==> src/sv/assert_macros.svh <==
// ----------------------------------------------------------------------------
// Assertion macros
// Shared concurrent assertion wrappers, clocked on aclk, off during reset.
// ----------------------------------------------------------------------------
`ifndef ASSERT_MACROS_SVH
`define ASSERT_MACROS_SVH

// Property checked on every clock edge outside reset.
`define RPLS_ASSERT(label, prop, msg) \
    label: assert property (@(posedge aclk) disable iff (!aresetn) (prop)) \
        else $error(msg);

// Implication checked on the following clock edge.
`define RPLS_ASSERT_NEXT(label, cond, prop, msg) \
    label: assert property (@(posedge aclk) disable iff (!aresetn) (cond) |=> (prop)) \
        else $error(msg);

`endif

==> src/sv/rpls_pkg.sv <==
// ----------------------------------------------------------------------------
// rpls_pkg
// Types, constants and phase encoding for the record/playback link sequencer.
// ----------------------------------------------------------------------------
`default_nettype none

package rpls_pkg;

    localparam int NAME_BYTES = 10;
    localparam int TIME_BYTES = 5;

    // Byte counts fixed by the payload fields
    localparam int NAME_OUT_BYTES = 10;
    localparam int TIME_OUT_BYTES = 5;

    localparam int POS_MAX     = (NAME_BYTES > TIME_BYTES) ? NAME_BYTES : TIME_BYTES;
    localparam int POS_W       = $clog2(POS_MAX + 1);
    localparam int LEN_W       = $clog2(NAME_BYTES + 1);
    localparam int NAME_IDX_W  = (NAME_BYTES > 1) ? $clog2(NAME_BYTES) : 1;
    localparam int TIME_IDX_W  = (TIME_BYTES > 1) ? $clog2(TIME_BYTES) : 1;

    localparam logic [1:0] OP_POLL = 2'd0;
    localparam logic [1:0] OP_REC  = 2'd1;
    localparam logic [1:0] OP_PLAY = 2'd2;

    localparam logic [7:0] CH_D   = 8'h44;
    localparam logic [7:0] CH_K   = 8'h4B;
    localparam logic [7:0] CH_P   = 8'h50;
    localparam logic [7:0] CH_F   = 8'h46;
    localparam logic [7:0] CH_NUL = 8'h00;

    localparam int APB_AW = 4;
    localparam int APB_DW = 64;

    // APB register index (paddr bit 3 selects the 64-bit slot)
    localparam logic REG_PB_NAME_LOW  = 1'b0;
    localparam logic REG_PB_NAME_HIGH = 1'b1;

    typedef enum logic [3:0] {
        PH_IDLE       = 4'd0,
        PH_REC_SEND_D = 4'd1,
        PH_REC_LEN    = 4'd2,
        PH_REC_NAME   = 4'd3,
        PH_REC_TIME   = 4'd4,
        PH_REC_WAIT_K = 4'd5,
        PH_REC_STREAM = 4'd6,
        PH_REC_END_K  = 4'd7,
        PH_PB_SEND_P  = 4'd8,
        PH_PB_WAIT_K  = 4'd9,
        PH_PB_NAME    = 4'd10,
        PH_PB_WAIT_F  = 4'd11
    } phase_t;

    typedef logic [POS_W-1:0] pos_t;
    typedef logic [POS_W:0]   pos_ext_t;
    typedef logic [LEN_W-1:0] len_t;

    typedef struct packed {
        logic [1:0]  op;
        logic        rx_valid;
        logic [7:0]  rx_byte;
        logic        tx_ready;
        logic        mic_valid;
        logic [7:0]  mic_sample;
        logic [39:0] time_now;
    } in_item_t;

    typedef struct packed {
        logic        tx_valid;
        logic [7:0]  tx_byte;
        logic        busy_res;
        logic        save_strobe;
        logic [3:0]  save_length;
        logic [63:0] save_name_low;
        logic [15:0] save_name_high;
        logic [39:0] save_time;
    } res_item_t;

    typedef struct packed {
        phase_t phase;
        len_t   name_length;
        pos_t   byte_position;
    } seq_state_t;

    // Update handed from the step logic to the state registers
    typedef struct packed {
        seq_state_t nxt;
        logic       name_we;
        logic       time_we;
        logic [7:0] wr_byte;
    } seq_upd_t;

endpackage

`default_nettype wire

==> src/sv/rpls_step.sv <==
// ----------------------------------------------------------------------------
// rpls_step
// One sequencer step: next state, store writes and the result item.
// ----------------------------------------------------------------------------
`default_nettype none

module rpls_step (
    input  rpls_pkg::in_item_t              item,
    input  rpls_pkg::seq_state_t            st,
    input  logic [8*rpls_pkg::NAME_BYTES-1:0] name_flat,
    input  logic [8*rpls_pkg::TIME_BYTES-1:0] time_flat,
    input  logic [63:0]                     pb_name_low,
    input  logic [15:0]                     pb_name_high,
    output rpls_pkg::seq_upd_t              upd,
    output rpls_pkg::res_item_t             res
);
    import rpls_pkg::*;

    logic [79:0] pb_flat;
    logic [7:0]  pb_byte;
    logic [7:0]  time_byte;
    logic [7:0]  rx_len;
    pos_ext_t    pos_inc;
    logic        txv;
    logic [7:0]  txb;
    logic        save;
    logic [8*NAME_OUT_BYTES-1:0] save_name;
    logic [8*TIME_OUT_BYTES-1:0] save_tm;

    assign pb_flat = {pb_name_high, pb_name_low};
    assign pos_inc = pos_ext_t'(st.byte_position) + pos_ext_t'(1);
    assign rx_len  = (item.rx_byte > 8'(NAME_BYTES)) ? 8'(NAME_BYTES) : item.rx_byte;

    always_comb begin
        pb_byte = CH_NUL;
        if (int'(st.byte_position) < NAME_BYTES && int'(st.byte_position) < NAME_OUT_BYTES) begin
            pb_byte = pb_flat[8*st.byte_position +: 8];
        end
    end

    always_comb begin
        time_byte = 8'h00;
        if (int'(st.byte_position) < TIME_OUT_BYTES) begin
            time_byte = item.time_now[8*st.byte_position +: 8];
        end
    end

    always_comb begin
        upd.nxt     = st;
        upd.name_we = 1'b0;
        upd.time_we = 1'b0;
        upd.wr_byte = item.rx_byte;
        txv         = 1'b0;
        txb         = 8'h00;
        save        = 1'b0;

        if (item.op == OP_REC || item.op == OP_PLAY) begin
            upd.nxt.phase         = (item.op == OP_REC) ? PH_REC_SEND_D : PH_PB_SEND_P;
            upd.nxt.name_length   = '0;
            upd.nxt.byte_position = '0;
        end else begin
            unique case (st.phase)
                PH_IDLE: begin
                end
                PH_REC_SEND_D: begin
                    if (item.tx_ready) begin
                        txv           = 1'b1;
                        txb           = CH_D;
                        upd.nxt.phase = PH_REC_LEN;
                    end
                end
                PH_PB_SEND_P: begin
                    if (item.tx_ready) begin
                        txv           = 1'b1;
                        txb           = CH_P;
                        upd.nxt.phase = PH_PB_WAIT_K;
                    end
                end
                PH_REC_LEN: begin
                    if (item.rx_valid) begin
                        upd.nxt.name_length   = rx_len[LEN_W-1:0];
                        upd.nxt.byte_position = '0;
                        // zero length skips the name
                        upd.nxt.phase = (rx_len == 8'h00) ? PH_REC_TIME : PH_REC_NAME;
                    end
                end
                PH_REC_NAME: begin
                    if (item.rx_valid) begin
                        upd.name_we = (int'(st.byte_position) < NAME_BYTES);
                        if (pos_inc >= pos_ext_t'(st.name_length)) begin
                            upd.nxt.byte_position = '0;
                            upd.nxt.phase         = PH_REC_TIME;
                        end else begin
                            upd.nxt.byte_position = pos_inc[POS_W-1:0];
                        end
                    end
                end
                PH_REC_TIME: begin
                    if (item.tx_ready) begin
                        upd.time_we = (int'(st.byte_position) < TIME_BYTES);
                        upd.wr_byte = time_byte;
                        txv         = 1'b1;
                        txb         = time_byte;
                        if (pos_inc >= pos_ext_t'(TIME_BYTES)) begin
                            upd.nxt.byte_position = '0;
                            upd.nxt.phase         = PH_REC_WAIT_K;
                        end else begin
                            upd.nxt.byte_position = pos_inc[POS_W-1:0];
                        end
                    end
                end
                PH_REC_WAIT_K: begin
                    if (item.rx_valid && item.rx_byte == CH_K) begin
                        upd.nxt.phase = PH_REC_STREAM;
                    end
                end
                PH_PB_WAIT_K: begin
                    if (item.rx_valid && item.rx_byte == CH_K) begin
                        upd.nxt.phase = PH_PB_NAME;
                    end
                end
                PH_REC_STREAM: begin
                    // any host byte ends the stream; a sample can still go out
                    if (item.rx_valid) begin
                        upd.nxt.phase = PH_REC_END_K;
                    end
                    if (item.tx_ready && item.mic_valid) begin
                        txv = 1'b1;
                        txb = item.mic_sample;
                    end
                end
                PH_REC_END_K: begin
                    if (item.rx_valid && item.rx_byte == CH_K) begin
                        save          = 1'b1;
                        upd.nxt.phase = PH_IDLE;
                    end
                end
                PH_PB_NAME: begin
                    if (item.tx_ready) begin
                        txv = 1'b1;
                        txb = pb_byte;
                        if (int'(st.byte_position) >= NAME_BYTES || pb_byte == CH_NUL) begin
                            upd.nxt.byte_position = '0;
                            upd.nxt.phase         = PH_PB_WAIT_F;
                        end else begin
                            upd.nxt.byte_position = pos_inc[POS_W-1:0];
                        end
                    end
                end
                PH_PB_WAIT_F: begin
                    if (item.rx_valid && item.rx_byte == CH_F) begin
                        upd.nxt.phase = PH_IDLE;
                    end
                end
                default: begin
                    upd.nxt.phase = PH_IDLE;
                end
            endcase
        end
    end

    // Name bytes at and beyond the length read as zero
    always_comb begin
        save_name = '0;
        for (int k = 0; k < NAME_OUT_BYTES; k++) begin
            if (k < NAME_BYTES && k < int'(st.name_length)) begin
                save_name[8*k +: 8] = name_flat[8*k +: 8];
            end
        end
    end

    always_comb begin
        save_tm = '0;
        for (int k = 0; k < TIME_OUT_BYTES; k++) begin
            if (k < TIME_BYTES) begin
                save_tm[8*k +: 8] = time_flat[8*k +: 8];
            end
        end
    end

    always_comb begin
        res.tx_valid       = txv;
        res.tx_byte        = txb;
        res.busy_res       = (upd.nxt.phase != PH_IDLE);
        res.save_strobe    = save;
        res.save_length    = save ? 4'(st.name_length) : 4'd0;
        res.save_name_low  = save ? save_name[63:0] : 64'd0;
        res.save_name_high = save ? save_name[79:64] : 16'd0;
        res.save_time      = save ? save_tm : 40'd0;
    end

endmodule

`default_nettype wire

==> src/sv/rpls_state.sv <==
// ----------------------------------------------------------------------------
// rpls_state
// Sequencer state registers with the received-name and sent-time stores.
// ----------------------------------------------------------------------------
`default_nettype none

module rpls_state (
    input  logic                            aclk,
    input  logic                            aresetn,
    input  logic                            advance,
    input  rpls_pkg::seq_upd_t              upd,
    output rpls_pkg::seq_state_t            st,
    output logic [8*rpls_pkg::NAME_BYTES-1:0] name_flat,
    output logic [8*rpls_pkg::TIME_BYTES-1:0] time_flat
);
    import rpls_pkg::*;

    seq_state_t state_reg;
    seq_state_t state_next;
    logic [7:0] name_store_reg [NAME_BYTES];
    logic [7:0] time_store_reg [TIME_BYTES];

    assign state_next = advance ? upd.nxt : state_reg;

    always_ff @(posedge aclk) begin
        if (!aresetn) begin
            state_reg.phase         <= PH_IDLE;
            state_reg.name_length   <= '0;
            state_reg.byte_position <= '0;
        end else begin
            state_reg <= state_next;
        end
    end

    // Stores are written at the current byte position
    always_ff @(posedge aclk) begin
        if (advance && upd.name_we) begin
            name_store_reg[state_reg.byte_position[NAME_IDX_W-1:0]] <= upd.wr_byte;
        end
        if (advance && upd.time_we) begin
            time_store_reg[state_reg.byte_position[TIME_IDX_W-1:0]] <= upd.wr_byte;
        end
    end

    always_comb begin
        for (int k = 0; k < NAME_BYTES; k++) begin
            name_flat[8*k +: 8] = name_store_reg[k];
        end
        for (int k = 0; k < TIME_BYTES; k++) begin
            time_flat[8*k +: 8] = time_store_reg[k];
        end
    end

    assign st = state_reg;

endmodule

`default_nettype wire

==> src/sv/record_playback_link_sequencer_core.sv <==
// ----------------------------------------------------------------------------
// record_playback_link_sequencer_core
// Host-link record/playback sequencer, one step per accepted item.
// ----------------------------------------------------------------------------
//  channel   ports              direction  contents
//  s_        s_valid/s_ready    in         one poll or start command
//  m_        m_valid/m_ready    out        one result per item
//  apb       psel..prdata       in/out     playback name registers
//
//  One item per cycle sustained while m_ready is high; m_valid rises after each step.
//  The item register and the result register each hold one item; while a
//  result waits on m_ready the input takes one more item, then stalls.
//  Synchronous reset clears the phase and counters; name/time stores are not
//  cleared and are only read after being written.
// ----------------------------------------------------------------------------
`default_nettype none

`include "assert_macros.svh"

module record_playback_link_sequencer_core (
    input  logic                         aclk,
    input  logic                         aresetn,
    input  logic                         s_valid,
    output logic                         s_ready,
    input  rpls_pkg::in_item_t           s_data,
    output logic                         m_valid,
    input  logic                         m_ready,
    output rpls_pkg::res_item_t          m_data,
    input  logic                         psel,
    input  logic                         penable,
    input  logic                         pwrite,
    input  logic [rpls_pkg::APB_AW-1:0]  paddr,
    input  logic [rpls_pkg::APB_DW-1:0]  pwdata,
    output logic [rpls_pkg::APB_DW-1:0]  prdata,
    output logic                         pready
);
    import rpls_pkg::*;

    logic        in_vld_reg;
    in_item_t    in_item_reg;
    logic        out_vld_reg;
    logic        out_vld_next;
    res_item_t   out_item_reg;
    logic [63:0] pb_low_reg;
    logic [15:0] pb_high_reg;
    logic        advance;
    logic        apb_wr;
    seq_state_t  st;
    seq_upd_t    upd;
    res_item_t   res;
    logic [8*NAME_BYTES-1:0] name_flat;
    logic [8*TIME_BYTES-1:0] time_flat;

    // ---- configuration port ----
    assign pready = 1'b1;
    assign apb_wr = psel && penable && pwrite;

    always_ff @(posedge aclk) begin
        if (!aresetn) begin
            pb_low_reg  <= '0;
            pb_high_reg <= '0;
        end else if (apb_wr) begin
            if (paddr[3] == REG_PB_NAME_LOW) begin
                pb_low_reg <= pwdata[63:0];
            end else begin
                pb_high_reg <= pwdata[15:0];
            end
        end
    end

    assign prdata = (paddr[3] == REG_PB_NAME_HIGH) ? {48'd0, pb_high_reg} : pb_low_reg;

    // ---- item register ----
    assign advance = in_vld_reg && (!out_vld_reg || m_ready);
    assign s_ready = !in_vld_reg || advance;

    always_ff @(posedge aclk) begin
        if (!aresetn) begin
            in_vld_reg <= 1'b0;
        end else if (s_ready) begin
            in_vld_reg <= s_valid;
        end
    end

    always_ff @(posedge aclk) begin
        if (s_valid && s_ready) begin
            in_item_reg <= s_data;
        end
    end

    rpls_step u_step (
        .item         (in_item_reg),
        .st           (st),
        .name_flat    (name_flat),
        .time_flat    (time_flat),
        .pb_name_low  (pb_low_reg),
        .pb_name_high (pb_high_reg),
        .upd          (upd),
        .res          (res)
    );

    rpls_state u_state (
        .aclk      (aclk),
        .aresetn   (aresetn),
        .advance   (advance),
        .upd       (upd),
        .st        (st),
        .name_flat (name_flat),
        .time_flat (time_flat)
    );

    // ---- result register ----
    assign out_vld_next = advance || (out_vld_reg && !m_ready);

    always_ff @(posedge aclk) begin
        if (!aresetn) begin
            out_vld_reg <= 1'b0;
        end else begin
            out_vld_reg <= out_vld_next;
        end
    end

    always_ff @(posedge aclk) begin
        if (advance) begin
            out_item_reg <= res;
        end
    end

    assign m_valid = out_vld_reg;
    assign m_data  = out_item_reg;

    // ---- assertions ----
    `RPLS_ASSERT(a_save_idle, !(m_valid && m_data.save_strobe && m_data.busy_res), "save while busy")
    `RPLS_ASSERT(a_tx_zero, !(m_valid && !m_data.tx_valid && m_data.tx_byte != 8'h00), "tx_byte without tx_valid")
    `RPLS_ASSERT_NEXT(a_save_phase, advance && res.save_strobe, st.phase == PH_IDLE, "phase not idle after save")
    `RPLS_ASSERT_NEXT(a_adv_result, advance, m_valid, "advanced item produced no result")

endmodule

`default_nettype wire

==> config.mk <==
export PLATFORM = sky130hd
export DESIGN_NAME = record_playback_link_sequencer_core
export DESIGN_NICKNAME = d
export VERILOG_FILES = /design/src/sv/rpls_pkg.sv /design/src/sv/rpls_step.sv /design/src/sv/rpls_state.sv /design/src/sv/record_playback_link_sequencer_core.sv
export VERILOG_INCLUDE_DIRS = /design/src /design/src/sv
export SDC_FILE = /design/constraint.sdc
export NUM_CORES = 1
export LEC_CHECK = 0
export ABC_AREA = 1
export BUFFER_PORTS_ARGS = -buffer_cell sky130_fd_sc_hd__buf_4
export CAP_MARGIN = 20
export CORE_MARGIN = 8
export CORE_UTILIZATION = 51
export CTS_BUF_LIST = sky130_fd_sc_hd__clkbuf_8
export DETAILED_ROUTE_END_ITERATION = 8
export PLACE_DENSITY = 0.83
export SETUP_SLACK_MARGIN = 0.5
export SYNTH_ARGS = -nofsm -noshare
export SYNTH_HDL_FRONTEND = slang
export SYNTH_SLANG_ARGS = --single-unit
==> constraint.sdc <==
create_clock -name aclk -period 4.19 [get_ports aclk]
set_input_delay 0.2095 -clock aclk [delete_from_list [all_inputs] [get_ports aclk]]
set_output_delay 0.2095 -clock aclk [all_outputs]
set_load 0.01 [all_outputs]
# Word level (Yosys, flattened, before mapping)
# Memory sizes are Yosys's and may differ from the RTL's. A register that Yosys moved wholly into a read port is not among the register bits.
# Index checks and enable logic that the tools add are counted.
[word_totals]
elab_cells = 165
latchBits = 0
input_bits = 136
memories = 2
ramBits = 120
mem_bits_ro = 0
ff_bits = 170
output_inout_bits = 202
[mem_list]
columns = ["name", "depth", "width", "rd", "rd_ports_with_merged_regs", "write_ports", "line", "rtl"]
rows = [
  ["u_state.name_store_reg", 10, 8, 10, 10, 1, "rpls_state.sv:20", "logic [7:0] name_store_reg [NAME_BYTES];"],
  ["u_state.time_store_reg", 5, 8, 5, 5, 1, "rpls_state.sv:21", "logic [7:0] time_store_reg [TIME_BYTES];"],
]
[op_classes]
div = 0
reduce_logical = 55
n_mul = 0
shift = 2
n_addsub = 1
n_mux = 50
eq_ne = 19
n_bitwise = 1
order_cmp = 16
[op_table]
columns = ["operator", "count"]
rows = [
  ["2-to-1 mux 4 bit", 20],
  ["indexed part select 80 x 8 -> 8 bit", 1],
  ["2-to-1 mux 64 bit", 1],
  ["2-to-1 mux 8 bit", 6],
  ["case mux 4 bit (12 select lines)", 1],
  ["case mux 8 bit (5 select lines)", 1],
  ["indexed part select 40 x 8 -> 8 bit", 1],
  ["2-to-1 mux 12 bit", 2],
  ["AND reduction 2 bit", 12],
  ["zero test 1 bit", 18],
  ["2-to-1 mux 9 bit", 2],
  ["== test 4 x 3 -> 1 bit (second input constant)", 4],
  ["== test 4 bit (second input constant)", 4],
  ["== test 8 x 7 -> 1 bit (second input constant)", 2],
  ["zero test 8 bit", 2],
  ["< comparator 3 x 4 -> 1 bit (first input constant)", 4],
  ["case mux 4 bit (4 select lines)", 1],
  ["2-to-1 mux 7 bit", 2],
  ["inequality test 3 x 2 -> 1 bit (second input constant)", 4],
  ["logical AND 1 bit", 10],
  ["2-to-1 mux 1 bit", 10],
  ["2-to-1 mux 10 bit", 1],
  ["== test 4 x 2 -> 1 bit (second input constant)", 2],
  ["greater-than comparator 8 x 4 -> 1 bit (second input constant)", 1],
  ["other kinds (24)", 32],
]

# Longest topological paths before layout
[depth]
depth_word = 9
ltp_mapped = 16
ltp_nobuf = 14

# Hierarchy
# A second synthesis with hierarchy kept.
[unflattened]
cells_unflattened = 1854
area_unflattened_um2 = 17773.3
[by_module_without_submodules]
columns = ["mod", "seq_area_each_um2", "instances", "cells_per_inst", "area_each_um2"]
rows = [
  ["record_playback_link_sequencer_core", 7527.2, 1, 866, 9968.3],
  ["rpls_state", 3843.7, 1, 206, 4151.5],
  ["rpls_step", 0.0, 1, 782, 3653.5],
]

# Least setup slack after synthesis
# Ideal clock, no wire load.
[synth_timing]
path_type = "register -> register"
startpoint = "reg out_vld_reg, in the netlist m_valid"
endpoint = "reg u_state.state_reg, in the netlist u_state.st[11]"
path_slack_ps = 214
required_time_ps = 4060
period_less_slack_ps = 3976
path_stages_with_launch = 7
t_arrival_ps = 3846
path_buffers = 0
setup_ps = 130
cell_sequence = "dfxtp_1 -> nand2_1 -> nand2_1 -> inv_1 -> o21ai_0 -> o211ai_1 -> inv_1"
[synth_via]
elab_chain_len = 3
[synth_lines]
columns = ["item", "line", "rtl"]
rows = [
  ["start: declaration", "record_playback_link_sequencer_core.sv:41", "logic out_vld_reg;"],
  ["start signal: assignment", "record_playback_link_sequencer_core.sv:119", "out_vld_reg <= out_vld_next;"],
  ["zero test 1 bit", "record_playback_link_sequencer_core.sv:74", "assign advance = in_vld_reg && (!out_vld_reg || m_ready);"],
  ["logical OR 1 bit", "record_playback_link_sequencer_core.sv:74", ""],
  ["logical AND 1 bit", "record_playback_link_sequencer_core.sv:74", ""],
  ["net advance", "record_playback_link_sequencer_core.sv:46", "logic advance;"],
  ["end signal: assignment", "rpls_state.sv:31", "state_reg <= state_next;"],
  ["end: declaration", "rpls_state.sv:18", "seq_state_t state_reg;"],
]
# The timed path passes the listed nets, and every way through them passes these cells.
# A chain may end at the register's enable or synchronous reset.

==> results by group <==
Outcome
  • Outcome: finished, final reports clean

Routing
  • Antenna Nets Post-Route: 0
  • Initial DRC count: ~1100
  • Vias: between 10000 and 15000
  • First-pass iteration count of the detailed router: 6
  • Average wire per standard cell: between 15 and 20 µm
  • Residual DRC: 0
  • Routed vias/inst: 5.21
  • Drt total wl: around 47000 µm

Final layout
  • Commonest non-fill, non-tap cell in the layout: buf_4
  • Number of diodes: 0
  • Nets: 2205
  • Final-layout fill cell count: roughly 2200
  • Commonest non-fill, non-tap cells in the layout: buf_4, edfxtp_1, nor2_1
  • Layout cell share with drive strength beyond 1: 0.222
  • Multi-input logic area: 3950 µm²
  • Max reg flops: 135
  • Synthesis-to-layout area growth: 33.1%
  • Storage element area: roughly 11000 µm²

CTS
  • Clock-pin slew on the worst setup and hold paths: ~0.070 ns
  • Worst-Skew Late Latency: between 0.5 and 0.6 ns
  • Resize count post-CTS: 0
  • CTS H-tree lvls: 3
  • CTS Buf Count: 68
  • Clk buf depth: 3
  • Num Clock Sinks: a little over 400
  • CTS tree: built
  • CTS root buf: clkbuf_8
  • Post-CTS Setup Inserts: 0

Power
  • Combinational power share: 0.076
  • Internal: roughly 0.0064 W
  • Total power: 0.00844 W
  • Clock power frac: 0.384
  • Static Leak: roughly 9.5 nW
  • Power Density: roughly 390 nW/µm²
  • Worst VDD drop: 0.250 mV
  • Sw Pwr: around 0.002 W
  • Sw Ratio: 0.238
  • Register share of total power: 0.540

Critical path
  • Crit-path max cell delay: 0.78 ns
  • CP dominant cell by count: inv_2
  • Family with the most delay on the worst path: simple AND/OR/NAND/NOR gates
  • Worst-path cell chain: inv_2 > nor2_4 > inv_2 > nor2_1 > a22oi_1 > nand4_1 > nand2_1 > o22ai_2
  • Data arrival time of the worst path: about 3.5 ns
  • Slowest stage cell, crit path: o22ai_2
  • Worst Path Max Fanout: 15
  • Crit path capture type: flop
  • Critical path type: reg2reg
  • Startpoint types: flop
  • Crit path required time: 4.41 ns
  • Buffers plus inverters on the worst setup path: 2

Timing
  • Max Slew Vio Count: 0
  • Final Hold Fails: 0
  • Rel. slew slack: 0.315
  • Post-route setup slack: 0.929 ns
  • Shortest period the worst path allows: 3.26 ns
  • Period Utilization, post-route: 0.778
  • Final setup TNS: 0 ns
  • Final setup viols: 0
  • Worst Tran Pin Value: about 1 ns
  • Clk_skew: 0.0355 ns
  • RSZ-0062 raised after global routing: false
  • Fmax achieved: about 0.31 GHz

Synthesis
  • Post-Syn Instances: roughly 1600
  • Number of synthesized flops with an enable pin: approximately 320
  • Post-synth ARST share: 0
  • Syn Std Cell Area: around 16000 µm²
  • Synth cell types: 45
  • Synth Flop Type: edfxtp_1
  • Yosys warns: 0
  • Syn avg cell area: approximately 11 µm²
  • Seq cells post-synth: 410
  • Net Count, Synth: 1712
  • Sequential element share of the synthesized area: 0.691

Floorplanning
  • Num ports: ~340
  • DIE AREA: between 30000 and 40000 µm²
  • Die Ht: 196 µm
  • Starting Density: 0.520
  • Die W: around 200 µm
  • Core ar.: 31600 µm²
  • Std cell rows: between 60 and 70

Global route
  • Vias in the first global route: about 14000
  • Remaining global-route overflow: 0
  • Global-route wire length before repair: approximately 73000 µm
  • Initial antenna violation count: 0
  • All-Layer GR Usage: 0.241
  • Largest net degree at the start of global routing: 106

Place
  • Pre-CTS setup slack: about 0.89 ns
  • GP Congestion: about 0.9
  • IO Port Bufs: approximately 330
  • Hpwl dp: ~30000 µm

Worst hold path
  • Tightest Hold Check Type: in2reg

Job
  • Max_cap viols: 0
==> path summary, 6_finish.rpt <==
kind / startpoint / end / slack [ns] / cells past startpoint
worst min-delay path: aresetn / pb_low_reg[34]$_SDFFE_PN0P_ / 0.24 / 3
worst max-delay path: u_state.st[1]$_SDFFE_PN0P_ / u_state.time_store_reg[0][3]$_DFFE_PP_ / 0.93 / 8
worst min register to register: pb_low_reg[48]$_SDFFE_PN0P_ / pb_low_reg[48]$_SDFFE_PN0P_ / 0.48 / 2
worst max register to register: u_state.st[1]$_SDFFE_PN0P_ / u_state.time_store_reg[0][3]$_DFFE_PP_ / 0.93 / 8
==> synth_stat cells, types with 8 or more instances <==
| library cell | instances | area share |
|---|---|---|
| nand3_1 | 66 | 0.020 |
| inv_1 | 232 | 0.053 |
| nand4_1 | 11 | 0.0042 |
| clkbuf_1 | 36 | 0.0082 |
| a21oi_1 | 73 | 0.022 |
| o21ai_0 | 95 | 0.029 |
| dfxtp_1 | 94 | 0.11 |
| nand2_1 | 243 | 0.055 |
| nor2_1 | 291 | 0.066 |
| nor3_1 | 8 | 0.0024 |
| ha_1 | 10 | 0.0076 |
| edfxtp_1 | 316 | 0.58 |
| o211ai_1 | 10 | 0.0046 |
==> repair_timing <==
item,CTS,global route
hold buffers,128,0
endpoints found under the hold margin,143,0
setup endpoints to repair,0,0
==> tightest hold or removal path: cells and delay by family <==
kind                   cells  cell delay [ns]
AOI/OAI and AO/OA          2             0.22
buffers and inverters      1             0.33
==> power by group through the flow <==
stage / logic, W / registers, W / clock network (W)
floorplan: 0.000204 / 0.00466 / 0
finish: 0.000640 / 0.00456 / 0.00324
global placement: 0.000522 / 0.00464 / 0
detailed placement: 0.000532 / 0.00464 / 0
global route: 0.000689 / 0.00457 / 0.00347
CTS: 0.000633 / 0.00456 / 0.00329
==> area by class of cell <==
type	instances	area share
sequential	410	0.519
multi-input combinational	859	0.180
timing repair buffer	476	0.178
clock buffer	69	0.0434
inverter	244	0.0422
tap	402	0.0230
clock inverter	54	0.0133
==> per-stage QoR <==
step / instance area (µm²) / std cells / util / hold slack, ns
final: 21900 / 2514 / 0.692 / 0.236
after global placement: 19400 / 2263 / 0.612 / 0.389
after detailed placement: 19400 / 2263 / 0.612 / 0.389
after global routing: 21900 / 2514 / 0.692 / 0.265
after CTS: 21900 / 2514 / 0.692 / 0.193
after floorplan: 16500 / 1566 / - / 0.308
==> kinds of logic (layout without fill, tap and decap cells) <==
logic type | Yosys count | after routing | synth area share
xor gates and xnor gates | 2 | 2 | 0.00106
and+or+nand+nor | 638 | 638 | 0.160
other | 1 | 1 | 0.000228
AOI/OAI and AO/OA | 208 | 208 | 0.0692
DFF | 410 | 410 | 0.691
adders and majority gates | 10 | 10 | 0.00761
buffers and inverters | 297 | 843 | 0.0711
==> layer usage <==
metal | GRT usage | up-vias | part of all wire
met1 | 0.276 | 6100 | 0.37
met5 | 0 | - | 0
met3 | 0.0607 | 167 | 0.086
li1 | - | 6136 | -
met4 | 0.111 | 0 | 0.043
met2 | 0.420 | 695 | 0.50
Note: power is estimated with default switching activity, not from simulation.
